[src/rtl/nbc_pkg.sv]
package nbc_pkg;

  localparam int unsigned ROUNDS_DEF     = 528;
  localparam int unsigned WORD_W         = 32;
  localparam int unsigned KEY_BITS       = 64;
  localparam int unsigned KEY_IDX_W      = 6;
  localparam int unsigned DEC_KEY_OFFSET = 15;
  localparam int unsigned APB_DATA_W     = 32;
  localparam int unsigned APB_ADDR_W     = 3;

  localparam logic [31:0] NLF_TABLE = 32'h3A5C742E;

  typedef enum logic {
    CMD_ENC = 1'b0,
    CMD_DEC = 1'b1
  } cmd_e;

  typedef enum logic {
    REG_KEY_UPPER = 1'b0,
    REG_KEY_LOWER = 1'b1
  } reg_e;

  typedef struct packed {
    logic              valid;
    logic              command;
    logic [WORD_W-1:0] word;
  } stage_t;

  function automatic logic [WORD_W-1:0] enc_round(logic [WORD_W-1:0] x, logic k);
    logic fb;
    fb = x[0] ^ x[16] ^ NLF_TABLE[{x[31], x[26], x[20], x[9], x[1]}] ^ k;
    return {fb, x[WORD_W-1:1]};
  endfunction

  function automatic logic [WORD_W-1:0] dec_round(logic [WORD_W-1:0] x, logic k);
    logic fb;
    fb = x[31] ^ x[15] ^ NLF_TABLE[{x[30], x[25], x[19], x[8], x[0]}] ^ k;
    return {x[WORD_W-2:0], fb};
  endfunction

endpackage

[src/rtl/nbc_apb_regs.sv]
module nbc_apb_regs (
  input  logic                               clk_i,
  input  logic                               rst_ni,
  input  logic                               psel,
  input  logic                               penable,
  input  logic                               pwrite,
  input  logic [nbc_pkg::APB_ADDR_W-1:0]     paddr,
  input  logic [nbc_pkg::APB_DATA_W-1:0]     pwdata,
  output logic [nbc_pkg::APB_DATA_W-1:0]     prdata,
  output logic                               pready,
  output logic [nbc_pkg::KEY_BITS-1:0]       key_o
);

  logic [nbc_pkg::APB_DATA_W-1:0] key_upper_q, key_upper_d;
  logic [nbc_pkg::APB_DATA_W-1:0] key_lower_q, key_lower_d;
  nbc_pkg::reg_e                  sel_reg;
  logic                           wr_en;

  assign pready  = 1'b1;
  assign sel_reg = nbc_pkg::reg_e'(paddr[2]);
  assign wr_en   = psel & penable & pwrite & pready;

  always_comb begin
    key_upper_d = key_upper_q;
    key_lower_d = key_lower_q;
    if (wr_en) begin
      unique case (sel_reg)
        nbc_pkg::REG_KEY_UPPER: key_upper_d = pwdata;
        nbc_pkg::REG_KEY_LOWER: key_lower_d = pwdata;
        default: ;
      endcase
    end
  end

  always_comb begin
    unique case (sel_reg)
      nbc_pkg::REG_KEY_UPPER: prdata = key_upper_q;
      nbc_pkg::REG_KEY_LOWER: prdata = key_lower_q;
      default:                prdata = '0;
    endcase
  end

  always_ff @(posedge clk_i or negedge rst_ni) begin
    if (!rst_ni) begin
      key_upper_q <= '0;
      key_lower_q <= '0;
    end else begin
      key_upper_q <= key_upper_d;
      key_lower_q <= key_lower_d;
    end
  end

  assign key_o = {key_upper_q, key_lower_q};

endmodule

[config.mk]
export PLATFORM = sky130hd
export DESIGN_NAME = nbc_apb_regs
export DESIGN_NICKNAME = d
export VERILOG_FILES = /design/src/rtl/nbc_pkg.sv /design/src/rtl/nbc_apb_regs.sv
export SDC_FILE = /design/constraint.sdc
export NUM_CORES = 1
export LEC_CHECK = 0
export BUFFER_PORTS_ARGS = -buffer_cell sky130_fd_sc_hd__buf_2
export CAP_MARGIN = 10
export CORE_ASPECT_RATIO = 0.8
export CORE_UTILIZATION = 30
export CTS_CLUSTER_SIZE = 25
export DETAILED_ROUTE_END_ITERATION = 10
export HOLD_SLACK_MARGIN = 0.02
export SYNTH_ARGS = -nofsm -noshare
export SYNTH_HDL_FRONTEND = slang
export SYNTH_SLANG_ARGS = --single-unit
[constraint.sdc]
create_clock -name clk_i -period 0.87 [get_ports clk_i]
set_input_delay 0.087 -clock clk_i [delete_from_list [all_inputs] [get_ports clk_i]]
set_output_delay 0.087 -clock clk_i [all_outputs]
set_load 0.02 [all_outputs]
==> flow_summary.ini <==
[outcome]
status = complete, but fails checks
violations = DRC, setup timing

[layout]
antennaDiodeCount = 0
fin_nets = 446
finalNonFillerCells = 526
drive_gt1_share_pct = 75.9
synthToLayoutAreaGrowth_pct = 97.8
fill_cells = 673
finish.utilization_pct = 62.4

[power_and_ir_drop]
peakVddDrop_v = 0.00156
sw_frac_of_total_pct = 30.8
seq_power_share_pct = 28.1
power.net_switching_mw = 4.58
powerDensity_nw_per_um2 = 2590
p_int_mw = 10.3
power.share.clock_pct = 24.2
p_leak_nw = 2.97
pwr-share-comb_pct = 47.7

[critical_path]
worst_ep_arrival_time_ns = 1.15
required_ns = 0.78
crit_type = reg -> out
r2r_cells = 3
slowest_stage = dfrtp_1
max_stage_delay_ns = 0.41
endpoint_kind = output pin
cp-start-kind = register
r2r-end = key_upper_q[4]$_DFFE_PN0P_
path_max_fanout = 3
r2r-start = key_upper_q[4]$_DFFE_PN0P_
rrSetupSlack_ns = -0.11
cp_cell_sequence = mux2_4 > buf_6

[timing]
fmax_mhz = 806
final_hold_viol_count = 0
finalSetupViolCount = 133
finalMaxSlewViolations = 0
grt_setup_unrepaired = yes
fin_crit_ns = 1.24
fin_ws_ns = -0.371
skew_ns = 0
min_period_over_period_pct = 143

[routing]
drtIter0Drc = 68
ant_nets = 0
viasPerCell = 4.50
avgRoutedWirePerCell_um = 16.4
drc = 9
vias = 2368
firstDrtPassIters = 7
routed_wl_um = 8630

[logic_synthesis]
avgSynthCellArea_um2 = 16.7
synthFlopType = dfrtp_1
synth_top_cell_by_area = dfrtp_1
synth-edff-count = 0
async_flop_share_pct = 100
syn_area_um2 = 2910
yosys_register_bits = 64
synthCells = 174
synth_cell_types = 10
ys_warn_count = 0
seq_area_frac_synth_pct = 55.0
yosysTopAreaCellShare_pct = 55.0
synth_area_leaders = dfrtp_1 55%, mux2_2 25%, mux2_4 15%
netlist_top_cells_count = 64 x dfrtp_1, 64 x mux2_2, 30 x mux2_4
syn_nets = 214

[floorplanning]
dieArea_um2 = 10100
die_x_um = 112
core_region_area_um2 = 9230
start_util_pct = 31.5
rows = 31
design.portCount = 137
fp.dieH_um = 90.1

[global_routing]
grt_pass1_wl_um = 12400
antenna_found_initial = 0
overflow = 0
grt_pass1_vias = 2439
grt_max_degree = 65
grtUsageTotal_pct = 15.9

[place]
hpwl_um = 4320
place_inst = 423
gp_congestion = 0.655
portBuffers = 133

[hold_path]
holdPathEnd = key_upper_q[5]$_DFFE_PN0P_
hold_path_startpoint = pwdata[5]
whs_path_depth = 2
min_path_type = in -> reg

[clock_tree]
clock_latency_ns = 0.32
cts_buffers = 9
cts_tree = done
root_buffer = clkbuf_16
clk_pin_slew_ns = 0.05
htreeDepth = 3
cts_buffer_depth = 2
cts.sinks = 64

[job]
drv_cap = 0
metal layers:
metal / track usage [%] / part of all wire (%) / wire [um]
met1: 18.2 / 40 / 3440
met2: 28.5 / 53 / 4570
met3: 4.59 / 5.3 / 460
met4: 4.78 / 1.8 / 154
met5: 0 / 0 / 0
repair_timing:
action,CTS,global route
cloned,0,0
hold buffers,32,0
setup endpoints to repair,96,137
hold endpoints to repair,125,0
buffers inserted,45,33
gates resized for setup,211,85
sequential cells by signal, indices dropped and copies added, names as in the netlist:
name / count
key_upper_q: 32
key_lower_q: 32
power by group through the flow:
stage | clock network (mW) | registers [mW] | logic (mW)
final | 3.60 | 4.18 | 7.10
after global routing | 3.83 | 4.25 | 7.43
after CTS | 3.71 | 4.12 | 6.36
after detailed placement | 0 | 4.18 | 3.91
after global placement | 0 | 4.14 | 3.88
after floorplan | 0 | 4.92 | 1.72
metrics by stage:
stage                     instance area (um^2)  setup TNS, ns  hold WS (ns)  setup WS, ns  power [mW]
after floorplan                           2950          -5.71        -0.209        -0.144        6.64
after global placement                    3800         -15.52         0.128        -0.217        8.03
after detailed placement                  3800         -16.14         0.129        -0.230        8.08
after CTS                                 5440         -22.33        0.0205        -0.361        14.2
after global routing                      5760         -26.44        0.0263        -0.393        15.5
final                                     5760         -22.58        0.0354        -0.371        14.9
cell families after synthesis:
family / share of synthesized area, %
other: 0.129
flip-flops: 55.0
AND/OR/NAND/NOR: 1.25
buffers and inverters: 2.62
multiplexers: 41.0
how the worst max path moves through the flow:
stage	from	end	slack [ns]
6_report	key_lower_q[11]$_DFFE_PN0P_	prdata[11]	-0.37
5_1_grt	key_lower_q[11]$_DFFE_PN0P_	prdata[11]	-0.39
4_1_cts	key_upper_q[20]$_DFFE_PN0P_	prdata[20]	-0.36
3_5_place_dp	paddr[2]	key_upper_q[25]$_DFFE_PN0P_	-0.23
3_3_place_gp	paddr[2]	key_upper_q[25]$_DFFE_PN0P_	-0.22
2_1_floorplan	paddr[2]	key_upper_q[0]$_DFFE_PN0P_	-0.14
layout by cell type (no fill, tap or decap), drive strengths merged:
cell / count
mux2: 96
bufinv: 1
dlygate4sd3: 32
dfrtp: 64
conb: 1
nand4: 1
buf: 200
nand4b: 1
clkbuf: 13
clkinv: 2
final cells by class:
| class | instances | area [um^2] | area share [%] |
|---|---|---|---|
| well taps | 115 | 144 | 2.50 |
| flip-flops and latches | 64 | 1600 | 27.8 |
| clock buffers | 13 | 260 | 4.52 |
| clock inverters | 3 | 40.0 | 0.695 |
| repair buffers | 232 | 2310 | 40.1 |
| multi-input cells | 99 | 1400 | 24.4 |
critical path: cells and delay by family, from the launching register on:
family	cells	cell delay, ns
flip-flops	1	0.41
multiplexers	1	0.28
buffers and inverters	1	0.13
No activity file was read; power rests on OpenSTA's default activity.
