**config.mk**
```make
export PLATFORM = sky130hd
export DESIGN_NAME = nbc_round_cell
export DESIGN_NICKNAME = d
export VERILOG_FILES = /design/src/rtl/nbc_pkg.sv /design/src/rtl/nbc_round_cell.sv
export SDC_FILE = /design/constraint.sdc
export NUM_CORES = 1
export LEC_CHECK = 0
export BUFFER_PORTS_ARGS = -buffer_cell sky130_fd_sc_hd__buf_2
export CAP_MARGIN = 0
export CORE_ASPECT_RATIO = 0.9
export CORE_UTILIZATION = 36
export CTS_BUF_LIST = sky130_fd_sc_hd__clkbuf_8
export DETAILED_ROUTE_END_ITERATION = 8
export PLACE_DENSITY = 0.8
export SLEW_MARGIN = 30
export SYNTH_ARGS = -nofsm -noshare
export SYNTH_HDL_FRONTEND = slang
export SYNTH_SLANG_ARGS = --single-unit
```
**constraint.sdc**
```tcl
create_clock -name clk_i -period 0.8 [get_ports clk_i]
set_input_delay 0.08 -clock clk_i [delete_from_list [all_inputs] [get_ports clk_i]]
set_output_delay 0.08 -clock clk_i [all_outputs]
set_load 0.03 [all_outputs]
```
**src/rtl/nbc_pkg.sv**
```systemverilog
package nbc_pkg;

  localparam int unsigned ROUNDS_DEF     = 528;
  localparam int unsigned WORD_W         = 32;
  localparam int unsigned KEY_BITS       = 64;
  localparam int unsigned KEY_IDX_W      = 6;
  localparam int unsigned DEC_KEY_OFFSET = 15;
  localparam int unsigned APB_DATA_W     = 32;
  localparam int unsigned APB_ADDR_W     = 3;

  localparam logic [31:0] NLF_TABLE = 32'h3A5C742E;

  typedef enum logic {
    CMD_ENC = 1'b0,
    CMD_DEC = 1'b1
  } cmd_e;

  typedef enum logic {
    REG_KEY_UPPER = 1'b0,
    REG_KEY_LOWER = 1'b1
  } reg_e;

  typedef struct packed {
    logic              valid;
    logic              command;
    logic [WORD_W-1:0] word;
  } stage_t;

  function automatic logic [WORD_W-1:0] enc_round(logic [WORD_W-1:0] x, logic k);
    logic fb;
    fb = x[0] ^ x[16] ^ NLF_TABLE[{x[31], x[26], x[20], x[9], x[1]}] ^ k;
    return {fb, x[WORD_W-1:1]};
  endfunction

  function automatic logic [WORD_W-1:0] dec_round(logic [WORD_W-1:0] x, logic k);
    logic fb;
    fb = x[31] ^ x[15] ^ NLF_TABLE[{x[30], x[25], x[19], x[8], x[0]}] ^ k;
    return {x[WORD_W-2:0], fb};
  endfunction

endpackage

```
**src/rtl/nbc_round_cell.sv**
```systemverilog
module nbc_round_cell #(
  parameter int unsigned RoundIdx = 0
) (
  input  logic                          clk_i,
  input  logic                          rst_ni,
  input  logic                          en_i,
  input  logic [nbc_pkg::KEY_BITS-1:0]  key_i,
  input  nbc_pkg::stage_t               stage_i,
  output nbc_pkg::stage_t               stage_o
);

  localparam int unsigned EncIdxInt = RoundIdx % nbc_pkg::KEY_BITS;
  localparam int unsigned DecIdxInt =
      (nbc_pkg::KEY_BITS + nbc_pkg::DEC_KEY_OFFSET - EncIdxInt) % nbc_pkg::KEY_BITS;
  localparam logic [nbc_pkg::KEY_IDX_W-1:0] EncIdx = nbc_pkg::KEY_IDX_W'(EncIdxInt);
  localparam logic [nbc_pkg::KEY_IDX_W-1:0] DecIdx = nbc_pkg::KEY_IDX_W'(DecIdxInt);

  logic                       valid_q, valid_d;
  logic                       cmd_q, cmd_d;
  logic [nbc_pkg::WORD_W-1:0] word_q, word_d;

  always_comb begin
    valid_d = valid_q;
    cmd_d   = cmd_q;
    word_d  = word_q;
    if (en_i) begin
      valid_d = stage_i.valid;
      cmd_d   = stage_i.command;
      if (stage_i.command == nbc_pkg::CMD_DEC) begin
        word_d = nbc_pkg::dec_round(stage_i.word, key_i[DecIdx]);
      end else begin
        word_d = nbc_pkg::enc_round(stage_i.word, key_i[EncIdx]);
      end
    end
  end

  always_ff @(posedge clk_i or negedge rst_ni) begin
    if (!rst_ni) begin
      valid_q <= 1'b0;
    end else begin
      valid_q <= valid_d;
    end
  end

  always_ff @(posedge clk_i) begin
    cmd_q  <= cmd_d;
    word_q <= word_d;
  end

  assign stage_o = '{valid: valid_q, command: cmd_q, word: word_q};

endmodule

```
==> results of run 1 <==
power by group through the flow:
| stage | clock network [uW] | logic, uW | registers [uW] |
|---|---|---|---|
| finish | 1110 | 1320 | 2230 |
| detailed placement | 0 | 1060 | 2220 |
| global placement | 0 | 1050 | 2220 |
| CTS | 1160 | 1280 | 2230 |
| global route | 1240 | 1400 | 2250 |
| floorplan | 0 | 324 | 2560 |
through the flow:
step / hold WS, ps / instances / area, um2 / total power, uW / setup TNS (ps)
global placement: -145 / 243 / 2200 / 3260 / -6960
CTS: 25.7 / 250 / 2560 / 4680 / -3470
floorplan: -216 / 103 / 1680 / 2880 / -2380
global route: 30.2 / 250 / 2630 / 4880 / -4380
finish: 33.2 / 250 / 2630 / 4660 / -3120
detailed placement: -144 / 243 / 2200 / 3290 / -7180
state kept, by name (all words and copies together) (netlist names):
signal / cells
cmd_q: 1
word_q: 32
valid_q: 1
what timing repair did:
| item | 4_1_cts | 5_1_grt |
|---|---|---|
| resized for setup | 85 | 16 |
| endpoints found under the setup margin | 36 | 36 |
| hold endpoints to repair | 1 | 0 |
| buffers inserted | 0 | 0 |
| hold buffers | 1 | 0 |
| pin swaps | 12 | 5 |
synthesized netlist by cell type, drive strengths merged (3+ instances only):
master and number:
edfxtp 33, mux2 30, buf 6, a31oi 4, nand2 3, nor2 3, o21ai 3
logic make-up after synthesis:
group,after synthesis,share of synthesized area (%)
multiplexers,30,20.8
buffers and inverters,8,2.62
flip-flops,34,62.5
AND/OR/NAND/NOR,16,7.08
AO/OA/AOI/OAI,11,4.85
XOR/XNOR,4,2.16
final cells by class:
type / instances / area, um2 / share of cell area, %
clock inverters: 1 / 3.75 / 0.143
clock buffers: 5 / 68.8 / 2.62
multi-input cells: 61 / 643 / 24.4
well taps: 60 / 75.1 / 2.85
flip-flops and latches: 34 / 1020 / 38.6
repair buffers: 87 / 817 / 31.1
inverters: 2 / 7.51 / 0.285
worst min path at each step:
stage / depth (start not counted) / end
after global placement: 1 / valid_q$_DFFE_PN0P_
after detailed placement: 1 / valid_q$_DFFE_PN0P_
final: 2 / valid_q$_DFFE_PN0P_
after global routing: 2 / valid_q$_DFFE_PN0P_
after floorplan: 0 / valid_q$_DFFE_PN0P_
after CTS: 2 / valid_q$_DFFE_PN0P_
routing by layer:
layer / vias up / wire length (um) / global-route usage (%)
li1: 575 / - / -
met1: 568 / 1410 / 18.5
met2: 53 / 1840 / 29.3
met3: 7 / 313 / 7.21
met4: 0 / 57 / 7.35
met5: - / 0 / 0
==> impl_metrics.csv, run 1 <==
group,metric,value,unit
worst_setup_path,critical_path_class,"reg2out",
outcome,outcome,"complete, but fails checks",
route,viasPerCell,4.81,
yosys,synth.distinct_cells,22,
yosys,synth_flop_cell,"edfxtp_1",
power,seqPwrFrac,47.9,%
grt,antenna_found_initial,0,
route,wl,3.63,mm
yosys,synth_cells,103,
yosys,ys_seq_area_share,62.5,%
placement,gp_congestion,0.806,
yosys,yosys_warnings,0,
timing,min_period,924,ps
placement,pre_cts_slack,-348,ps
run,cap_violations,0,
worst_setup_path,max_stage_delay,410,ps
power,p_leak,0.00108,uW
worst_setup_path,critical_path.cell_chain,"buf_6",
floorplan,coreArea,4210,um2
clock_network,worstSkewPairLatency,280,ps
yosys,synth_area,1630,um2
floorplan,rows,22,
yosys,ys_seq_elements,34,
yosys,yosys.area.top_type,"edfxtp_1",
clock_network,cts_htree_levels,2,
timing,maxSlewViolCount,0,
layout,postLayoutCoreUtil,62.5,%
floorplan,die_h,65.7,um
floorplan,start_util,38.6,%
clock_network,cts_tree,"built",
worst_hold_path,min_from,"stage_i[33]",
worst_setup_path,r2r_end,"valid_q$_DFFE_PN0P_",
layout,antenna_cells,0,
yosys,syn_nets,204,
worst_setup_path,cp.depth,1,
layout,mostFrequentLayoutCells,"buf_6, edfxtp_1, buf_2",
placement,port_buffers,72,
worst_setup_path,cp.required,720,ps
power,swShare,27.2,%
layout,drive_gt1_share,70.5,%
grt,grt_max_degree,19,
worst_setup_path,r2r_cells,1,
worst_setup_path,r2r_start,"valid_q$_DFFE_PN0P_",
floorplan,dieArea,4790,um2
worst_setup_path,path_max_fanout,1,
timing,setup_viol,35,
worst_setup_path,cp-end-kind,"output pin",
clock_network,clock-sinks,34,
worst_setup_path,critPathLaunch,"word_q[0]$_DFFE_PP_",
grt,track_usage,17.1,%
yosys,netlist.area_leader.share,61.0,%
route,drcViolationCount,0,
timing,clock_skew,0,ps
layout,final_nets,292,
grt,grt_pass1_wl,5.97,mm
power,p_clk_share,23.9,%
layout,nFillCells,327,
worst_setup_path,startpoint_type,"flop",
clock_network,cts_buffers,5,
power,p_sw,1270,uW
worst_hold_path,hp-class,"in2reg",
timing,fmax,1080,MHz
floorplan,die_x,72.8,um
layout,area_growth,61.9,%
floorplan,io_pins,135,
worst_setup_path,ff2ff_setup_slack,30,ps
power,combPwrFrac,28.3,%
route,postRouteAntennaNets,0,
layout,mostFrequentLayoutCell,"buf_6",
route,vias,1203,
power,power.internal,3390,uW
worst_setup_path,path_buf_inv,1,
timing,worst_pin_slew,232,ps
timing,hold_viol_final,0,
route,routedWlPerCell,14.5,um
grt,grt-ovfl-total,0,
grt,grt_pass1_vias,1317,
worst_setup_path,crit_family,"flip-flops",
clock_network,cts-root-buf,"clkbuf_8",
worst_setup_path,cp-endpoint,"stage_o[0]",
route,firstDrtPassIters,3,
yosys,synth-edff-count,33,
route,first_iter_violations,15,
power,vdd_drop_max,1300,uV
yosys,synth_area_leaders,"edfxtp_1, mux2_2, a31oi_1",
timing,slew_headroom,84.4,%
yosys,synth_area_per_cell,15.8,um2
timing,grt_setup_unrepaired,"yes",
placement,hpwl,2.66,mm
clock_network,clk_pin_slew,60,ps
timing,setup_ws,-124,ps
worst_setup_path,cpMaxStageDelayCell,"edfxtp_1",
timing,fin_crit_sh,115,%
worst_setup_path,cp.arrival,840,ps
clock_network,clockBufferDepth,2,
yosys,async_flop_share,2.94,%
power,powerDensity,1770,nW/um2
outcome,violations,"negative setup slack",
No activity file was read; power rests on OpenSTA's default activity.
==> run 2: changes to the inputs <==
--- a/config.mk
+++ b/config.mk
@@ -8,10 +8,12 @@
 export BUFFER_PORTS_ARGS = -buffer_cell sky130_fd_sc_hd__buf_2
 export CAP_MARGIN = 0
 export CORE_ASPECT_RATIO = 0.9
+export CORE_MARGIN = 4
 export CORE_UTILIZATION = 36
 export CTS_BUF_LIST = sky130_fd_sc_hd__clkbuf_8
 export DETAILED_ROUTE_END_ITERATION = 8
 export PLACE_DENSITY = 0.8
+export RECOVER_POWER = 50
 export SLEW_MARGIN = 30
 export SYNTH_ARGS = -nofsm -noshare
 export SYNTH_HDL_FRONTEND = slang
==> run 2 against run 1 <==
  * The flow still finishes with violations (negative setup slack)
  * Via count rose by 1.2%
  * Core utilization rose by 0.62 points
  * Clock power rose by 7%
  * Sequential share of layout area fell by 0.38 points
  * Clock-buffer cell count did not move
  * Clock skew did not move
  * Combinational power barely moved
  * Cell count rose by 2.4%
  * Fmax fell by 1.5%
==> impl_metrics.csv, run 2 (synthesis gave the netlist of run 1 again) <==
group,metric,value,unit
worst_hold_path,min_from,"stage_i[33]",
power,power.internal,3410,uW
grt,antenna_found_initial,0,
worst_setup_path,critPathLaunch,"word_q[30]$_DFFE_PP_",
floorplan,die_h,71.7,um
layout,mostFrequentLayoutCell,"buf_6",
placement,gp_congestion,0.791,
power,combPwrFrac,28.1,%
floorplan,start_util,38.6,%
timing,setup_viol,62,
layout,top_regs,"word_q (32), cmd_q (1), valid_q (1)",
worst_setup_path,cp.required,720,ps
timing,min_period,938,ps
floorplan,coreArea,4210,um2
worst_setup_path,critical_path.cell_chain,"buf_6",
route,first_iter_violations,48,
power,total_power,4760,uW
worst_setup_path,cpMaxStageDelayCell,"edfxtp_1",
floorplan,rows,22,
placement,port_buffers,72,
layout,top_register,"word_q",
timing,maxSlewViolCount,0,
route,vias,1217,
floorplan,dieArea,5660,um2
worst_setup_path,r2r_start,"valid_q$_DFFE_PN0P_",
route,wl,4.07,mm
layout,regArea,1020,um2
worst_setup_path,max_stage_delay,410,ps
worst_setup_path,path_max_fanout,1,
timing,worst_pin_slew,450,ps
grt,grt-ovfl-total,0,
timing,fin_crit_sh,117,%
power,powerDensity,1790,nW/um2
timing,tns,-4780,ps
outcome,violations,"negative setup slack",
run,cap_violations,0,
layout,nFillCells,333,
route,viasPerCell,4.75,
power,p_sw,1350,uW
grt,grt_max_degree,19,
worst_setup_path,critical_path_class,"reg2out",
floorplan,die_x,78.8,um
clock_network,cts_htree_levels,2,
timing,setup_ws,-138,ps
layout,antenna_cells,0,
worst_setup_path,cp.arrival,860,ps
route,firstDrtPassIters,4,
clock_network,cts_buffers,5,
timing,fmax,1070,MHz
route,routedWlPerCell,15.9,um
layout,area_growth,63.5,%
layout,final_nets,296,
outcome,outcome,"complete, but fails checks",
timing,slew_headroom,70.0,%
timing,hold_viol_final,0,
grt,grt_pass1_vias,1335,
worst_hold_path,hp-class,"in2reg",
clock_network,clk_pin_slew,70,ps
layout,mostFrequentLayoutCells,"buf_6, edfxtp_1, buf_2",
worst_setup_path,crit_family,"flip-flops",
grt,track_usage,14.5,%
route,drcViolationCount,0,
power,vdd_drop_max,1530,uV
clock_network,clock-sinks,34,
clock_network,cts_tree,"built",
worst_setup_path,startpoint_type,"flop",
clock_network,cts-root-buf,"clkbuf_8",
clock_network,worstSkewPairLatency,290,ps
power,p_leak,0.00110,uW
placement,hpwl,2.92,mm
clock_network,clockBufferDepth,2,
power,swShare,28.4,%
layout,drive_gt1_share,71.4,%
grt,grt_pass1_wl,6.22,mm
floorplan,io_pins,135,
power,seqPwrFrac,46.9,%
layout,largest_reg_flops,32,
layout,multi_input_area,668,um2
power,p_clk_share,25.1,%
route,postRouteAntennaNets,0,
timing,clock_skew,0,ps
worst_setup_path,cp-end-kind,"output pin",
worst_setup_path,path_buf_inv,1,
timing,grt_setup_unrepaired,"yes",
[run 2: cell types whose count changed in the layout (fill, tap and decap cells not counted), sizes merged]
cell	change
clkinv	+1
clkbuf	+4
inv	+1
[run 2: metal layers]
layer | track usage, % | vias to the layer above | routed length, um
met3 | 9.05 | 5 | 458
li1 | - | 582 | -
met2 | 23.7 | 52 | 2060
met5 | 0 | - | 0
met1 | 16.1 | 578 | 1520
met4 | 3.44 | 0 | 34
[run 2: path summary, 6_finish.rpt]
kind,end,slack [ps],depth (start not counted)
max,stage_o[30],-140,1
min,valid_q$_DFFE_PN0P_,20,2
max reg2reg,valid_q$_DFFE_PN0P_,40,1
min reg2reg,valid_q$_DFFE_PN0P_,540,1
max in group asynchronous,valid_q$_DFFE_PN0P_,630,2
min in group asynchronous,valid_q$_DFFE_PN0P_,80,2
[run 2: final cells by class]
| class | count | share of cell area (%) |
|---|---|---|
| tap | 60 | 2.82 |
| timing repair buffer | 91 | 30.5 |
| clock buffer | 5 | 2.59 |
| multi-input combinational | 61 | 25.1 |
| sequential | 34 | 38.2 |
| clock inverter | 3 | 0.471 |
| inverter | 2 | 0.282 |
[run 2: power groups by stage]
| stage | Clock, uW | Sequential, uW | Combinational [uW] |
|---|---|---|---|
| 2_1_floorplan | 0 | 2560 | 324 |
| 3_3_place_gp | 0 | 2220 | 1060 |
| 3_5_place_dp | 0 | 2230 | 1080 |
| 4_1_cts | 1230 | 2230 | 1300 |
| 5_1_grt | 1300 | 2250 | 1420 |
| 6_report | 1190 | 2230 | 1340 |
[run 2: metrics by stage]
step	instance area (um2)	cells	hold slack, ps	utilization (%)	worst slack (ps)
5_1_grt	2660	256	21.4	63.1	-168
6_report	2660	256	23.3	63.1	-138
3_3_place_gp	2220	246	-145	52.8	-328
2_1_floorplan	1680	103	-216	-	-130
4_1_cts	2590	255	15.4	61.6	-140
3_5_place_dp	2220	246	-143	52.8	-358
[run 2: repair_timing]
item / 4_1_cts / 5_1_grt
pin swaps: 11 / 10
setup endpoints to repair: 36 / 36
resized for setup: 85 / 22
endpoints found under the hold margin: 1 / 0
setup buffers: 0 / 1
hold buffers: 1 / 0
==> run 3: changes to the inputs <==
==> constraint.sdc (replaced) <==
create_clock -name clk_i -period 0.8 [get_ports clk_i]
set_input_delay 0.16 -clock clk_i [delete_from_list [all_inputs] [get_ports clk_i]]
set_output_delay 0.16 -clock clk_i [all_outputs]
set_load 0.03 [all_outputs]
==> run 3 against run 2 <==
  * The run still ends with negative setup slack left
  * Register-to-register slack barely moved
  * Global-route usage rose by 0.099 points
  * Via count fell by 0.41%
  * Power fell by 0.81%
  * Sequential power barely moved
  * Clock-buffer cell count did not move
==> impl_metrics.csv, run 3 (synthesis gave the netlist of run 1 again) <==
group,metric,value,unit
outcome,outcome,"complete, but fails checks",
outcome,violations,"negative setup slack",
layout,drive_gt1_share,69.7,%
floorplan,dieArea,5660,um2
route,firstDrtPassIters,4,
layout,largest_reg_flops,32,
worst_setup_path,critical_path_class,"reg2out",
worst_setup_path,crit_family,"flip-flops",
timing,setup_ws,-201,ps
grt,grt_pass1_vias,1359,
placement,pre_cts_slack,-457,ps
worst_setup_path,r2r_end,"valid_q$_DFFE_PN0P_",
clock_network,cts_tree,"built",
layout,antenna_cells,0,
run,cap_violations,0,
grt,grt_max_degree,19,
grt,track_usage,14.6,%
layout,final_nets,295,
placement,port_buffers,72,
route,first_iter_violations,50,
timing,fin_crit_sh,125,%
timing,min_period,1000,ps
floorplan,io_pins,135,
worst_hold_path,min_from,"stage_i[33]",
worst_setup_path,r2r_start,"valid_q$_DFFE_PN0P_",
clock_network,post_cts.repair.setup_buffers,0,
timing,worst_pin_slew,447,ps
grt,grt_pass1_wl,6.41,mm
clock_network,clock-sinks,34,
placement,gp_congestion,0.792,
layout,mostFrequentLayoutCell,"buf_6",
worst_hold_path,hold_path_end,"valid_q$_DFFE_PN0P_",
floorplan,die_h,71.7,um
clock_network,clockBufferDepth,2,
clock_network,clk_pin_slew,70,ps
worst_setup_path,cp.arrival,840,ps
layout,area_growth,61.4,%
worst_setup_path,path_buf_inv,1,
timing,clock_skew,0,ps
route,drcViolationCount,0,
route,routedWlPerCell,15.7,um
grt,grt-ovfl-total,0,
timing,slew_headroom,70.2,%
floorplan,rows,22,
worst_hold_path,hold_depth,2,
timing,fmax,999,MHz
clock_network,worstSkewPairLatency,280,ps
grt,antenna_found_initial,0,
worst_setup_path,ff2ff_setup_slack,40,ps
worst_setup_path,startpoint_type,"flop",
layout,finalInstanceArea,2620,um2
placement,dp.cells,246,
route,postRouteAntennaNets,0,
layout,fin_cells,255,
route,viasPerCell,4.75,
floorplan,coreArea,4210,um2
floorplan,die_x,78.8,um
clock_network,cts-root-buf,"clkbuf_8",
worst_setup_path,cpMaxStageDelayCell,"edfxtp_1",
timing,setup_viol,65,
worst_hold_path,hp-class,"in2reg",
placement,dpl-instance-area,2220,um2
power,powerDensity,1800,nW/um2
clock_network,cts_htree_levels,2,
worst_setup_path,critical_path.cell_chain,"buf_6",
placement,hpwl,2.92,mm
worst_setup_path,path_max_fanout,1,
power,p_leak,0.00108,uW
clock_network,cts_buffers,5,
power,vdd_drop_max,1390,uV
route,vias,1212,
layout,nFillCells,321,
floorplan,start_util,38.6,%
timing,grt_setup_unrepaired,"yes",
layout,top_register,"word_q",
worst_setup_path,max_stage_delay,400,ps
worst_setup_path,cp-end-kind,"output pin",
route,wl,4.02,mm
layout,mostFrequentLayoutCells,"buf_6, edfxtp_1, mux2_2, buf_2, buf_4",
timing,maxSlewViolCount,0,
worst_setup_path,r2r_cells,1,
timing,hold_viol_final,0,
layout,top_regs,"word_q (32), cmd_q (1), valid_q (1)",
worst_setup_path,cp.required,640,ps
==> run 3: worst max path at each step <==
stage,to,cells after the start,startpoint
floorplan,word_q[31]$_DFFE_PP_,4,stage_i[0]
global placement,word_q[0]$_DFFE_PP_,5,stage_i[31]
detailed placement,word_q[0]$_DFFE_PP_,5,stage_i[25]
CTS,stage_o[0],1,word_q[0]$_DFFE_PP_
global route,stage_o[26],1,word_q[26]$_DFFE_PP_
finish,stage_o[21],1,word_q[21]$_DFFE_PP_
==> run 3: area by class of cell <==
| type | instances | area, um2 | share of cell area, % |
|---|---|---|---|
| flip-flops and latches | 34 | 1020 | 38.7 |
| repair buffers | 90 | 802 | 30.6 |
| multi-input cells | 61 | 642 | 24.5 |
| well taps | 60 | 75.1 | 2.86 |
| clock buffers | 5 | 68.8 | 2.62 |
| clock inverters | 3 | 11.3 | 0.429 |
| inverters | 2 | 7.51 | 0.286 |
==> run 3: report_power, final <==
part / switching (uW) / internal (uW) / total, uW
combinational: 650 / 658 / 1310
sequential: 77.8 / 2150 / 2230
clock: 604 / 581 / 1180
==> run 3: metal layers <==
| layer | part of all wire, % | vias up | routed length (um) | global-route usage (%) |
|---|---|---|---|---|
| li1 | - | 581 | - | - |
| met1 | 39 | 571 | 1590 | 17.0 |
| met2 | 50 | 55 | 2000 | 24.8 |
| met3 | 10 | 5 | 401 | 6.53 |
| met4 | 0.67 | 0 | 27 | 3.44 |
| met5 | 0 | - | 0 | 0 |
==> run 3: per-stage QoR <==
step | total power (uW) | setup TNS, ps | util (%) | hold WS, ps
5_1_grt | 4930 | -12480 | 62.3 | 103
4_1_cts | 4760 | -6470 | 62.0 | 101
6_report | 4730 | -10830 | 62.3 | 111
3_5_place_dp | 3300 | -9290 | 52.8 | -63.9
3_3_place_gp | 3280 | -8720 | 52.8 | -65.0
2_1_floorplan | 2880 | -4660 | - | -136
==> run 3: what timing repair did <==
action,CTS,global route
endpoints found under the setup margin,39,36
resized for setup,91,10
hold endpoints to repair,1,0
hold buffers,1,0
pin swaps,12,6
